## config.mk

```make
export PLATFORM = sky130hd
export DESIGN_NAME = periodic_task_ready_scheduler_flat
export DESIGN_NICKNAME = d
export VERILOG_FILES = /design/src/rtl/ptrs_pkg.sv /design/src/rtl/ptrs_if.sv /design/src/rtl/ptrs_ram.sv /design/src/rtl/ptrs_ctrl.sv /design/src/rtl/ptrs_datapath.sv /design/src/rtl/periodic_task_ready_scheduler.sv /design/src/flat_wrapper.sv
export VERILOG_INCLUDE_DIRS = /design/src /design/src/rtl
export SDC_FILE = /design/constraint.sdc
export NUM_CORES = 1
export LEC_CHECK = 0
export BUFFER_PORTS_ARGS = -buffer_cell sky130_fd_sc_hd__clkbuf_2
export CAP_MARGIN = 20
export CORE_UTILIZATION = 55
export CTS_CLUSTER_DIAMETER = 80
export CTS_CLUSTER_SIZE = 12
export DETAILED_ROUTE_END_ITERATION = 7
export PLACE_DENSITY = 0.71
export SYNTH_ARGS = -nofsm -noshare
export SYNTH_HDL_FRONTEND = slang
export SYNTH_HIERARCHICAL = 1
export SYNTH_SLANG_ARGS = --single-unit
```

## constraint.sdc

```tcl
create_clock -name clk_i -period 7.1 [get_ports clk_i]
set_input_delay 1.42 -clock clk_i [delete_from_list [all_inputs] [get_ports clk_i]]
set_output_delay 1.42 -clock clk_i [all_outputs]
set_load 0.05 [all_outputs]
```

## src/rtl/periodic_task_ready_scheduler_defines.svh

```systemverilog
// ----------------------------------------------------------------------------
// Periodic task ready scheduler: assertion macros
// Shared check macros, clocked on clk_i and held off during reset.
// ----------------------------------------------------------------------------
`ifndef PERIODIC_TASK_READY_SCHEDULER_DEFINES_SVH
`define PERIODIC_TASK_READY_SCHEDULER_DEFINES_SVH

// Property must hold at every rising edge outside reset.
`define PTRS_ASSERT(lbl, prop, msg) \
  lbl: assert property (@(posedge clk_i) disable iff (!rst_ni) (prop)) else $error(msg);

// Expression must never be true outside reset.
`define PTRS_ASSERT_NEVER(lbl, expr, msg) \
  `PTRS_ASSERT(lbl, !(expr), msg)

`endif

```

## src/rtl/ptrs_pkg.sv

```systemverilog
// ----------------------------------------------------------------------------
// Periodic task ready scheduler package
// Widths, command and status codes, FSM states and control/status bundles.
// ----------------------------------------------------------------------------
`default_nettype none

package ptrs_pkg;

  localparam int TaskSlotsDefault = 8;
  localparam int PeriodW          = 16;
  localparam int IdW              = 6;
  localparam int IdOutW           = 3;
  localparam int CmdW             = 2;
  localparam int StatusW          = 2;

  typedef enum logic [CmdW-1:0] {
    CMD_CREATE,
    CMD_TICK,
    CMD_DISPATCH,
    CMD_RESERVED
  } cmd_e;

  typedef enum logic [StatusW-1:0] {
    ST_OK,
    ST_USED,
    ST_BAD_ID,
    ST_NONE
  } status_e;

  typedef enum logic [2:0] {
    S_IDLE,
    S_CREATE,
    S_TICK,
    S_DISP,
    S_EMIT
  } state_e;

  typedef struct packed {
    logic accept;
    logic create;
    logic tick;
    logic disp;
    logic emit;
  } ctrl_t;

  typedef struct packed {
    logic tick_last;
    logic disp_done;
    logic out_busy;
  } stat_t;

endpackage

`default_nettype wire

```

## src/rtl/ptrs_if.sv

```systemverilog
// ----------------------------------------------------------------------------
// Periodic task ready scheduler channels
// Request and response channels with valid/ready handshake.
// ----------------------------------------------------------------------------
`default_nettype none

interface ptrs_req_if;
  logic                         valid;
  logic                         ready;
  logic [ptrs_pkg::CmdW-1:0]    cmd;
  logic [ptrs_pkg::IdW-1:0]     task_id;
  logic [ptrs_pkg::PeriodW-1:0] period;
  logic                         handle_present;

  modport source (output valid, cmd, task_id, period, handle_present, input ready);
  modport sink   (input valid, cmd, task_id, period, handle_present, output ready);
endinterface

interface ptrs_rsp_if;
  logic                         valid;
  logic                         ready;
  logic [ptrs_pkg::StatusW-1:0] status;
  logic [ptrs_pkg::IdOutW-1:0]  task_id_out;

  modport source (output valid, status, task_id_out, input ready);
  modport sink   (input valid, status, task_id_out, output ready);
endinterface

`default_nettype wire

```

## src/rtl/ptrs_ram.sv

```systemverilog
// ----------------------------------------------------------------------------
// Periodic task ready scheduler RAM
// Simple dual-port RAM: one write port, one registered read port.
// ----------------------------------------------------------------------------
`default_nettype none

module ptrs_ram #(
  parameter int WIDTH = 2 * ptrs_pkg::PeriodW,
  parameter int DEPTH = ptrs_pkg::TaskSlotsDefault,
  localparam int AddrW = (DEPTH > 1) ? $clog2(DEPTH) : 1
) (
  input  logic                     clk_i,
  input  logic                     we_i,
  input  logic [AddrW-1:0]         waddr_i,
  input  logic [WIDTH-1:0]         wdata_i,
  input  logic [AddrW-1:0]         raddr_i,
  output logic [WIDTH-1:0]         rdata_o
);

  logic [WIDTH-1:0] mem [DEPTH];
  logic [WIDTH-1:0] rdata_q;

  always_ff @(posedge clk_i) begin
    if (we_i) begin
      mem[waddr_i] <= wdata_i;
    end
    rdata_q <= mem[raddr_i];
  end

  assign rdata_o = rdata_q;

endmodule

`default_nettype wire

```

## src/rtl/ptrs_ctrl.sv

```systemverilog
// ----------------------------------------------------------------------------
// Periodic task ready scheduler controller
// Sequences create, tick sweep, dispatch scan and response hand-off.
// ----------------------------------------------------------------------------
`default_nettype none

module ptrs_ctrl (
  input  logic                      clk_i,
  input  logic                      rst_ni,
  input  logic                      req_valid_i,
  input  logic [ptrs_pkg::CmdW-1:0] req_cmd_i,
  output logic                      req_ready_o,
  input  ptrs_pkg::stat_t           stat_i,
  output ptrs_pkg::ctrl_t           ctrl_o
);

  ptrs_pkg::state_e state_q, state_d;

  always_ff @(posedge clk_i or negedge rst_ni) begin
    if (!rst_ni) begin
      state_q <= ptrs_pkg::S_IDLE;
    end else begin
      state_q <= state_d;
    end
  end

  always_comb begin
    state_d     = state_q;
    ctrl_o      = '0;
    req_ready_o = 1'b0;
    case (state_q)
      ptrs_pkg::S_IDLE: begin
        req_ready_o = 1'b1;
        if (req_valid_i) begin
          ctrl_o.accept = 1'b1;
          case (ptrs_pkg::cmd_e'(req_cmd_i))
            ptrs_pkg::CMD_CREATE:   state_d = ptrs_pkg::S_CREATE;
            ptrs_pkg::CMD_TICK:     state_d = ptrs_pkg::S_TICK;
            ptrs_pkg::CMD_DISPATCH: state_d = ptrs_pkg::S_DISP;
            default:                state_d = ptrs_pkg::S_EMIT;
          endcase
        end
      end
      ptrs_pkg::S_CREATE: begin
        ctrl_o.create = 1'b1;
        state_d       = ptrs_pkg::S_EMIT;
      end
      ptrs_pkg::S_TICK: begin
        ctrl_o.tick = 1'b1;
        if (stat_i.tick_last) begin
          state_d = ptrs_pkg::S_EMIT;
        end
      end
      ptrs_pkg::S_DISP: begin
        ctrl_o.disp = 1'b1;
        if (stat_i.disp_done) begin
          state_d = ptrs_pkg::S_EMIT;
        end
      end
      ptrs_pkg::S_EMIT: begin
        // wait for the output register to drain
        if (!stat_i.out_busy) begin
          ctrl_o.emit = 1'b1;
          state_d     = ptrs_pkg::S_IDLE;
        end
      end
      default: begin
        state_d = ptrs_pkg::S_IDLE;
      end
    endcase
  end

endmodule

`default_nettype wire

```

## src/rtl/ptrs_datapath.sv

```systemverilog
// ----------------------------------------------------------------------------
// Periodic task ready scheduler datapath
// Slot flags, period/count RAM, tick pipeline, dispatch scan, output register.
// ----------------------------------------------------------------------------
`default_nettype none

module ptrs_datapath #(
  parameter int TASK_SLOTS = ptrs_pkg::TaskSlotsDefault
) (
  input  logic                         clk_i,
  input  logic                         rst_ni,
  input  ptrs_pkg::ctrl_t              ctrl_i,
  output ptrs_pkg::stat_t              stat_o,
  input  logic [ptrs_pkg::IdW-1:0]     task_id_i,
  input  logic [ptrs_pkg::PeriodW-1:0] period_i,
  input  logic                         handle_present_i,
  input  logic                         rsp_ready_i,
  output logic                         rsp_valid_o,
  output logic [ptrs_pkg::StatusW-1:0] rsp_status_o,
  output logic [ptrs_pkg::IdOutW-1:0]  rsp_task_id_o
);

  localparam int PerW  = ptrs_pkg::PeriodW;
  localparam int IdW   = ptrs_pkg::IdW;
  localparam int OutW  = ptrs_pkg::IdOutW;
  localparam int SlotW = (TASK_SLOTS > 1) ? $clog2(TASK_SLOTS) : 1;
  localparam int CntW  = $clog2(TASK_SLOTS + 1);
  localparam int RamW  = 2 * PerW;
  localparam logic [SlotW-1:0] LastSlot = SlotW'(TASK_SLOTS - 1);
  localparam logic [CntW-1:0]  SlotCnt  = CntW'(TASK_SLOTS);
  localparam logic [CntW-1:0]  LastCnt  = CntW'(TASK_SLOTS - 1);
  localparam logic [IdW:0]     IdLimit  = (IdW + 1)'(TASK_SLOTS);

  function automatic logic [SlotW-1:0] next_slot(input logic [SlotW-1:0] s);
    return (s == LastSlot) ? '0 : s + 1'b1;
  endfunction

  // control state
  logic [TASK_SLOTS-1:0] in_use_q, in_use_d;
  logic [TASK_SLOTS-1:0] ready_q, ready_d;
  logic [SlotW-1:0]      scan_q, scan_d;
  logic [CntW-1:0]       tick_rd_q, tick_rd_d;
  logic                  wb_valid_q, wb_valid_d;
  logic [SlotW-1:0]      disp_s_q, disp_s_d;
  logic [CntW-1:0]       disp_k_q, disp_k_d;
  logic                  out_valid_q, out_valid_d;

  // payload
  logic [IdW-1:0]          id_q;
  logic [PerW-1:0]         per_q;
  logic                    hp_q;
  logic [SlotW-1:0]        wb_slot_q, wb_slot_d;
  ptrs_pkg::status_e       res_status_q, res_status_d;
  logic [OutW-1:0]         res_id_q, res_id_d;
  ptrs_pkg::status_e       out_status_q, out_status_d;
  logic [OutW-1:0]         out_id_q, out_id_d;

  // RAM holds {period, count} per slot
  logic                    ram_we;
  logic [SlotW-1:0]        ram_waddr;
  logic [RamW-1:0]         ram_wdata;
  logic [RamW-1:0]         ram_rdata;

  logic [SlotW-1:0]        id_slot;
  logic                    id_ok;
  logic                    tick_issue;
  logic [PerW-1:0]         wb_period;
  logic [PerW-1:0]         cnt_inc;
  logic                    disp_hit;
  logic                    disp_last;
  logic [SlotW+OutW-1:0]   disp_ext;

  ptrs_ram #(
    .WIDTH (RamW),
    .DEPTH (TASK_SLOTS)
  ) u_ram (
    .clk_i   (clk_i),
    .we_i    (ram_we),
    .waddr_i (ram_waddr),
    .wdata_i (ram_wdata),
    .raddr_i (tick_rd_q[SlotW-1:0]),
    .rdata_o (ram_rdata)
  );

  assign id_slot    = id_q[SlotW-1:0];
  assign id_ok      = {1'b0, id_q} < IdLimit;
  assign tick_issue = tick_rd_q != SlotCnt;
  assign wb_period  = ram_rdata[RamW-1:PerW];
  assign cnt_inc    = ram_rdata[PerW-1:0] + 1'b1;
  assign disp_hit   = ready_q[disp_s_q];
  assign disp_last  = disp_k_q == LastCnt;
  assign disp_ext   = {{OutW{1'b0}}, disp_s_q};

  always_comb begin
    in_use_d     = in_use_q;
    ready_d      = ready_q;
    scan_d       = scan_q;
    tick_rd_d    = tick_rd_q;
    disp_s_d     = disp_s_q;
    disp_k_d     = disp_k_q;
    res_status_d = res_status_q;
    res_id_d     = res_id_q;
    out_valid_d  = out_valid_q;
    out_status_d = out_status_q;
    out_id_d     = out_id_q;
    ram_we       = 1'b0;
    ram_waddr    = wb_slot_q;
    ram_wdata    = {wb_period, cnt_inc};

    if (ctrl_i.accept) begin
      res_status_d = ptrs_pkg::ST_OK;
      res_id_d     = '0;
      tick_rd_d    = '0;
      disp_s_d     = scan_q;
      disp_k_d     = '0;
    end

    if (ctrl_i.create) begin
      if (!id_ok) begin
        res_status_d = ptrs_pkg::ST_BAD_ID;
      end else if (in_use_q[id_slot]) begin
        res_status_d = ptrs_pkg::ST_USED;
      end else begin
        in_use_d[id_slot] = hp_q;
        ready_d[id_slot]  = 1'b0;
        ram_we            = 1'b1;
        ram_waddr         = id_slot;
        ram_wdata         = {per_q, {PerW{1'b0}}};
      end
    end

    // tick: read slot n while writing back slot n-1
    wb_valid_d = ctrl_i.tick && tick_issue;
    wb_slot_d  = tick_rd_q[SlotW-1:0];
    if (ctrl_i.tick && tick_issue) begin
      tick_rd_d = tick_rd_q + 1'b1;
    end
    if (wb_valid_q && in_use_q[wb_slot_q]) begin
      ram_we = 1'b1;
      if (cnt_inc >= wb_period) begin
        ram_wdata          = {wb_period, {PerW{1'b0}}};
        ready_d[wb_slot_q] = 1'b1;
      end
    end

    if (ctrl_i.disp) begin
      if (disp_hit) begin
        ready_d[disp_s_q] = 1'b0;
        scan_d            = next_slot(disp_s_q);
        res_id_d          = disp_ext[OutW-1:0];
      end else if (disp_last) begin
        res_status_d = ptrs_pkg::ST_NONE;
      end else begin
        disp_s_d = next_slot(disp_s_q);
        disp_k_d = disp_k_q + 1'b1;
      end
    end

    if (ctrl_i.emit) begin
      out_valid_d  = 1'b1;
      out_status_d = res_status_q;
      out_id_d     = res_id_q;
    end else if (rsp_ready_i) begin
      out_valid_d = 1'b0;
    end
  end

  always_ff @(posedge clk_i or negedge rst_ni) begin
    if (!rst_ni) begin
      in_use_q    <= '0;
      ready_q     <= '0;
      scan_q      <= '0;
      tick_rd_q   <= '0;
      wb_valid_q  <= 1'b0;
      disp_s_q    <= '0;
      disp_k_q    <= '0;
      out_valid_q <= 1'b0;
    end else begin
      in_use_q    <= in_use_d;
      ready_q     <= ready_d;
      scan_q      <= scan_d;
      tick_rd_q   <= tick_rd_d;
      wb_valid_q  <= wb_valid_d;
      disp_s_q    <= disp_s_d;
      disp_k_q    <= disp_k_d;
      out_valid_q <= out_valid_d;
    end
  end

  always_ff @(posedge clk_i) begin
    if (ctrl_i.accept) begin
      id_q  <= task_id_i;
      per_q <= period_i;
      hp_q  <= handle_present_i;
    end
    wb_slot_q    <= wb_slot_d;
    res_status_q <= res_status_d;
    res_id_q     <= res_id_d;
    out_status_q <= out_status_d;
    out_id_q     <= out_id_d;
  end

  assign stat_o.tick_last = wb_valid_q && !tick_issue;
  assign stat_o.disp_done = ctrl_i.disp && (disp_hit || disp_last);
  assign stat_o.out_busy  = out_valid_q && !rsp_ready_i;

  assign rsp_valid_o   = out_valid_q;
  assign rsp_status_o  = out_status_q;
  assign rsp_task_id_o = out_id_q;

endmodule

`default_nettype wire

```

## src/rtl/periodic_task_ready_scheduler.sv

```systemverilog
// ----------------------------------------------------------------------------
// Periodic task ready scheduler
// Time-triggered cooperative scheduler core: slot table, tick and dispatch.
// ----------------------------------------------------------------------------
// Usage:
//   req_i carries one command item (create, tick, dispatch) with valid/ready;
//   rsp_o returns exactly one item per command: status and the slot that
//   dispatch picked. One command is processed at a time; req_i.ready is high
//   only while the block is idle.
//   Per command: create checks the id and writes its slot; tick sweeps the
//   slots one per cycle through the period/count RAM with a registered
//   read/write-back pipeline; dispatch scans one ready flag per cycle from
//   the scan pointer; an unused command goes straight to the response.
//   The response sits in an output register; a stalled receiver holds it and
//   the block waits before it presents the next response, but a new command
//   is accepted while a response is still waiting.
//   Reset clears all slot flags, the scan pointer and the response valid; no
//   clearing pass is needed, RAM data is only used for slots that were created.
`default_nettype none

`include "periodic_task_ready_scheduler_defines.svh"

module periodic_task_ready_scheduler #(
  parameter int TASK_SLOTS = ptrs_pkg::TaskSlotsDefault
) (
  input  logic       clk_i,
  input  logic       rst_ni,
  ptrs_req_if.sink   req_i,
  ptrs_rsp_if.source rsp_o
);

  ptrs_pkg::ctrl_t ctrl;
  ptrs_pkg::stat_t stat;

  ptrs_ctrl u_ctrl (
    .clk_i       (clk_i),
    .rst_ni      (rst_ni),
    .req_valid_i (req_i.valid),
    .req_cmd_i   (req_i.cmd),
    .req_ready_o (req_i.ready),
    .stat_i      (stat),
    .ctrl_o      (ctrl)
  );

  ptrs_datapath #(
    .TASK_SLOTS (TASK_SLOTS)
  ) u_datapath (
    .clk_i            (clk_i),
    .rst_ni           (rst_ni),
    .ctrl_i           (ctrl),
    .stat_o           (stat),
    .task_id_i        (req_i.task_id),
    .period_i         (req_i.period),
    .handle_present_i (req_i.handle_present),
    .rsp_ready_i      (rsp_o.ready),
    .rsp_valid_o      (rsp_o.valid),
    .rsp_status_o     (rsp_o.status),
    .rsp_task_id_o    (rsp_o.task_id_out)
  );

  `PTRS_ASSERT(a_ctrl_onehot,
    $onehot0({ctrl.accept, ctrl.create, ctrl.tick, ctrl.disp, ctrl.emit}),
    "more than one controller command active")
  `PTRS_ASSERT(a_emit_valid, ctrl.emit |=> rsp_o.valid,
    "response not presented after emit")
  `PTRS_ASSERT_NEVER(a_tick_last_stray, stat.tick_last && !ctrl.tick,
    "tick write-back outside the tick sweep")
  `PTRS_ASSERT_NEVER(a_accept_busy, req_i.valid && req_i.ready && !ctrl.accept,
    "item accepted while the controller is busy")

endmodule

`default_nettype wire

```

## src/flat_wrapper.sv

```systemverilog
// flat-port wrapper written by rule: the top's interface ports become plain ports
module periodic_task_ready_scheduler_flat 
#(
  parameter int TASK_SLOTS = ptrs_pkg::TaskSlotsDefault
)
  (clk_i, rst_ni, req_i_valid, req_i_cmd, req_i_task_id, req_i_period, req_i_handle_present, req_i_ready, rsp_o_valid, rsp_o_status, rsp_o_task_id_out, rsp_o_ready);
  ptrs_req_if req_i_i ();
  ptrs_rsp_if rsp_o_i ();
  input  logic clk_i;
  input  logic rst_ni;
  input wire logic [$bits(req_i_i.valid)-1:0] req_i_valid;
  input wire logic [$bits(req_i_i.cmd)-1:0] req_i_cmd;
  input wire logic [$bits(req_i_i.task_id)-1:0] req_i_task_id;
  input wire logic [$bits(req_i_i.period)-1:0] req_i_period;
  input wire logic [$bits(req_i_i.handle_present)-1:0] req_i_handle_present;
  output wire logic [$bits(req_i_i.ready)-1:0] req_i_ready;
  output wire logic [$bits(rsp_o_i.valid)-1:0] rsp_o_valid;
  output wire logic [$bits(rsp_o_i.status)-1:0] rsp_o_status;
  output wire logic [$bits(rsp_o_i.task_id_out)-1:0] rsp_o_task_id_out;
  input wire logic [$bits(rsp_o_i.ready)-1:0] rsp_o_ready;
  assign req_i_i.valid = req_i_valid;
  assign req_i_i.cmd = req_i_cmd;
  assign req_i_i.task_id = req_i_task_id;
  assign req_i_i.period = req_i_period;
  assign req_i_i.handle_present = req_i_handle_present;
  assign req_i_ready = req_i_i.ready;
  assign rsp_o_valid = rsp_o_i.valid;
  assign rsp_o_status = rsp_o_i.status;
  assign rsp_o_task_id_out = rsp_o_i.task_id_out;
  assign rsp_o_i.ready = rsp_o_ready;
  periodic_task_ready_scheduler #(.TASK_SLOTS(TASK_SLOTS)) u_core (.clk_i(clk_i), .rst_ni(rst_ni), .req_i(req_i_i), .rsp_o(rsp_o_i));
endmodule
```

==> flow_summary.json <==
{
  "powerDensity_mw_per_mm2": 381,
  "cts_root_buf": "clkbuf_16",
  "path_clk_slew_ns": 0.06,
  "start_util_pct": 55.8,
  "synth.top_cell.area_share_pct": 57.0,
  "core_region_area_sq_mm": 0.0268,
  "ioPinCount": 36,
  "cp-end-kind": "flop",
  "design_area_sq_mm": 0.0165,
  "min_path_cells": 0,
  "drt_wl_total_microns": 30100,
  "drtPass1Iterations": 5,
  "synth_edf_count": 284,
  "r2r_cells": 10,
  "vias": 8015,
  "max_cap_viol_count": 0,
  "setup_violations": 0,
  "yosysMostFrequentCell": "edfxtp_1",
  "post_cts_resized": 0,
  "layout_setup_ws_ns": 2.38,
  "slowest_delay_ns": 0.82,
  "vdd_ir_drop_max_v": 0.000361,
  "gr-usage-all-layers_pct": 22.3,
  "grt_pass1_wl_microns": 46700,
  "critPathMaxFanout": 18,
  "layout-drive-gt1-share_pct": 18.0,
  "cts_buffers": 35,
  "cts.path.max_buffers": 3,
  "worstMarginPinSlew_ns": 1.00,
  "ys_ff_latch": 359,
  "cts_setup_buffers": 0,
  "dieArea_sq_mm": 0.0279,
  "grt-ovfl-total": 0,
  "crit_chain": "nand4_1 -> nor4_1 -> nand3_1 -> xnor2_1 -> ha_1 -> nand4_1 -> or3_4 -> o311ai_4 -> o211a_1 -> o211ai_1",
  "clk_latency_ns": 0.51,
  "wl_per_cell_microns": 23.2,
  "rsz0062_at_grt": "false",
  "synth_nets": 946,
  "crit_path_start": "u_core/u_datapath/u_ram/rdata_o[3]$_DFF_P_",
  "fmax_ghz": 0.212,
  "cts_tree": "built",
  "p_leak_uw": 0.00572,
  "post-dp-hpwl_microns": 16900,
  "crit_top_cell": "nand4_1",
  "nets": 987,
  "critPathArrivalTime_ns": 4.87,
  "drtIter0Drc": 690,
  "pre_cts_ws_ns": 2.43,
  "finalHoldViolCount": 0,
  "drcViolationCount": 0,
  "cts_hold_buf": 0,
  "hp-start": "u_core/u_datapath/res_status_q[0]$_DFF_P_",
  "numPortBuffers": 35,
  "finalCriticalPeriod_ns": 4.72,
  "htree_levels": 2,
  "hold_class": "flop to flop",
  "cp_data_required_time_ns": 7.25,
  "async_flop_share_pct": 9.75,
  "cp-start-kind": "flop",
  "die_x_microns": 167,
  "grt_pass1_vias": 8175,
  "synth_ff_type": "edfxtp_1",
  "rows": 60,
  "synth.area.top_cells": "edfxtp_1 (57%), mux4_1 (7.0%), dfrtp_1 (5.9%)",
  "ant_nets": 0,
  "grt_max_degree": 56,
  "synth_commonest_cells": "edfxtp_1 (284), nand2_1 (68), dfxtp_1 (40), mux4_1 (40), mux2_2 (38)",
  "netlist_instances": 892,
  "status": "complete, no violations",
  "clock_sinks": 359,
  "tns_ns": 0,
  "drv_slew": 0,
  "period_share_pct": 66.5,
  "synth_warnings": 6,
  "synth_largest_area_cell": "edfxtp_1",
  "via_per_inst": 6.18,
  "utilization_pct": 61.4,
  "routabilityCongestion": 0.793,
  "antennaDiodeCount": 0,
  "synth.distinct_cells": 59,
  "path_class": "flop to flop",
  "rr_startpoint": "u_core/u_datapath/u_ram/rdata_o[3]$_DFF_P_",
  "finClkSkew_ns": 0.0306,
  "slowest_stage": "o311ai_4",
  "post_dp_cell_area_sq_mm": 0.0155,
  "fillers": 1952,
  "max-slew-margin-rel_pct": 32.9,
  "syn_area_per_cell_sq_um": 16.8,
  "area_delta_synth_final_pct": 10.0,
  "grt_antenna_before_repair": 0,
  "yosysSeqAreaShare_pct": 68.2,
  "syn_area_sq_mm": 0.0150,
  "die_h_microns": 167
}
[metrics by stage]
step / power, uW / hold slack [ns] / std cells
6_report: 6270 / 0.434 / 1296
3_3_place_gp: 4610 / 0.413 / 1236
4_1_cts: 6310 / 0.434 / 1296
3_5_place_dp: 4660 / 0.419 / 1237
5_1_grt: 6570 / 0.437 / 1296
2_1_floorplan: 4230 / 0.407 / 892
[critical path, delay by kind of cell (launching register included)]
kind,cells,cell delay [ns]
compound gates,3,2.01
flops,1,0.40
xor+xnor,1,0.17
simple gates,5,1.46
fa+ha+maj,1,0.29
[cells in the final DEF (no fill, tap or decap), types with 12 or more instances in the layout]
cell       count
mux4_1        40
ha_1          25
inv_1         33
clkbuf_16     35
clkbuf_2      35
mux2_2        38
buf_4         16
mux4_2        24
o21ai_0       18
nand2_1       68
nand3_1       13
mux2i_1       14
nor2_1        16
o31ai_1       14
edfxtp_1     284
clkbuf_1      23
o22ai_1       12
and3_1        20
dfxtp_1       40
o2111ai_1     20
o211ai_1      17
dfrtp_1       32
[cell families after synthesis]
kind of cell,after synthesis,share of synthesized area [%]
and+or+nand+nor,180,6.08
DFF,359,68.2
buffers and inverters,81,2.66
muxes,116,14.4
AOI/OAI and AO/OA,116,5.69
xor gates and xnor gates,15,0.878
adders and majority gates,25,2.09
[path summary, 6_finish.rpt]
kind,to,slack [ns]
worst max-delay path,u_core/u_datapath/u_ram/mem[7][29]$_DFFE_PP_,2.38
worst max register to register,u_core/u_datapath/u_ram/mem[7][29]$_DFFE_PP_,2.38
worst min-delay path,u_core/u_datapath/rsp_status_o[0]$_DFFE_PP_,0.43
min in group asynchronous,u_core/u_datapath/ready_q[6]$_DFF_PN0_,1.03
worst min register to register,u_core/u_datapath/rsp_status_o[0]$_DFFE_PP_,0.43
max in group asynchronous,u_core/u_datapath/tick_rd_q[0]$_DFFE_PN0P_,5.41
[routing by layer]
metal  track usage, %  part of all wire [%]  wire [microns]
met2             36.3                    49           14700
met4             6.40                   1.9             575
met3             3.02                   6.3            1900
met5                0                     0               0
met1             31.6                    43           12900
[report_power, final]
| group | leakage, uW | switching, uW | internal [uW] |
|---|---|---|---|
| Sequential | 0.00337 | 251 | 2760 |
| Combinational | 0.00188 | 959 | 656 |
| Clock | 0.000463 | 727 | 920 |
[cell type report]
| type | count | area, sq um | share of cell area [%] |
|---|---|---|---|
| multi-input cells | 452 | 4430 | 26.9 |
| inverters | 33 | 124 | 0.752 |
| clock buffers | 58 | 962 | 5.84 |
| clock inverters | 1 | 8.76 | 0.0532 |
| flip-flops and latches | 359 | 10200 | 62.0 |
| well taps | 341 | 427 | 2.59 |
| repair buffers | 52 | 307 | 1.86 |
[state kept, by name (all words and copies together), names as in the netlist, 4 cells and up]
signal and cells:
u_core/u_datapath/ready_q 8, u_core/u_datapath/tick_rd_q 4, u_core/u_datapath/id_q 6, u_core/u_datapath/disp_k_q 4, u_core/u_datapath/u_ram/mem 256, u_core/u_datapath/in_use_q 8, u_core/u_datapath/u_ram/rdata_o 32, u_core/u_datapath/per_q 16
Note: power is estimated with default switching activity, not from simulation.
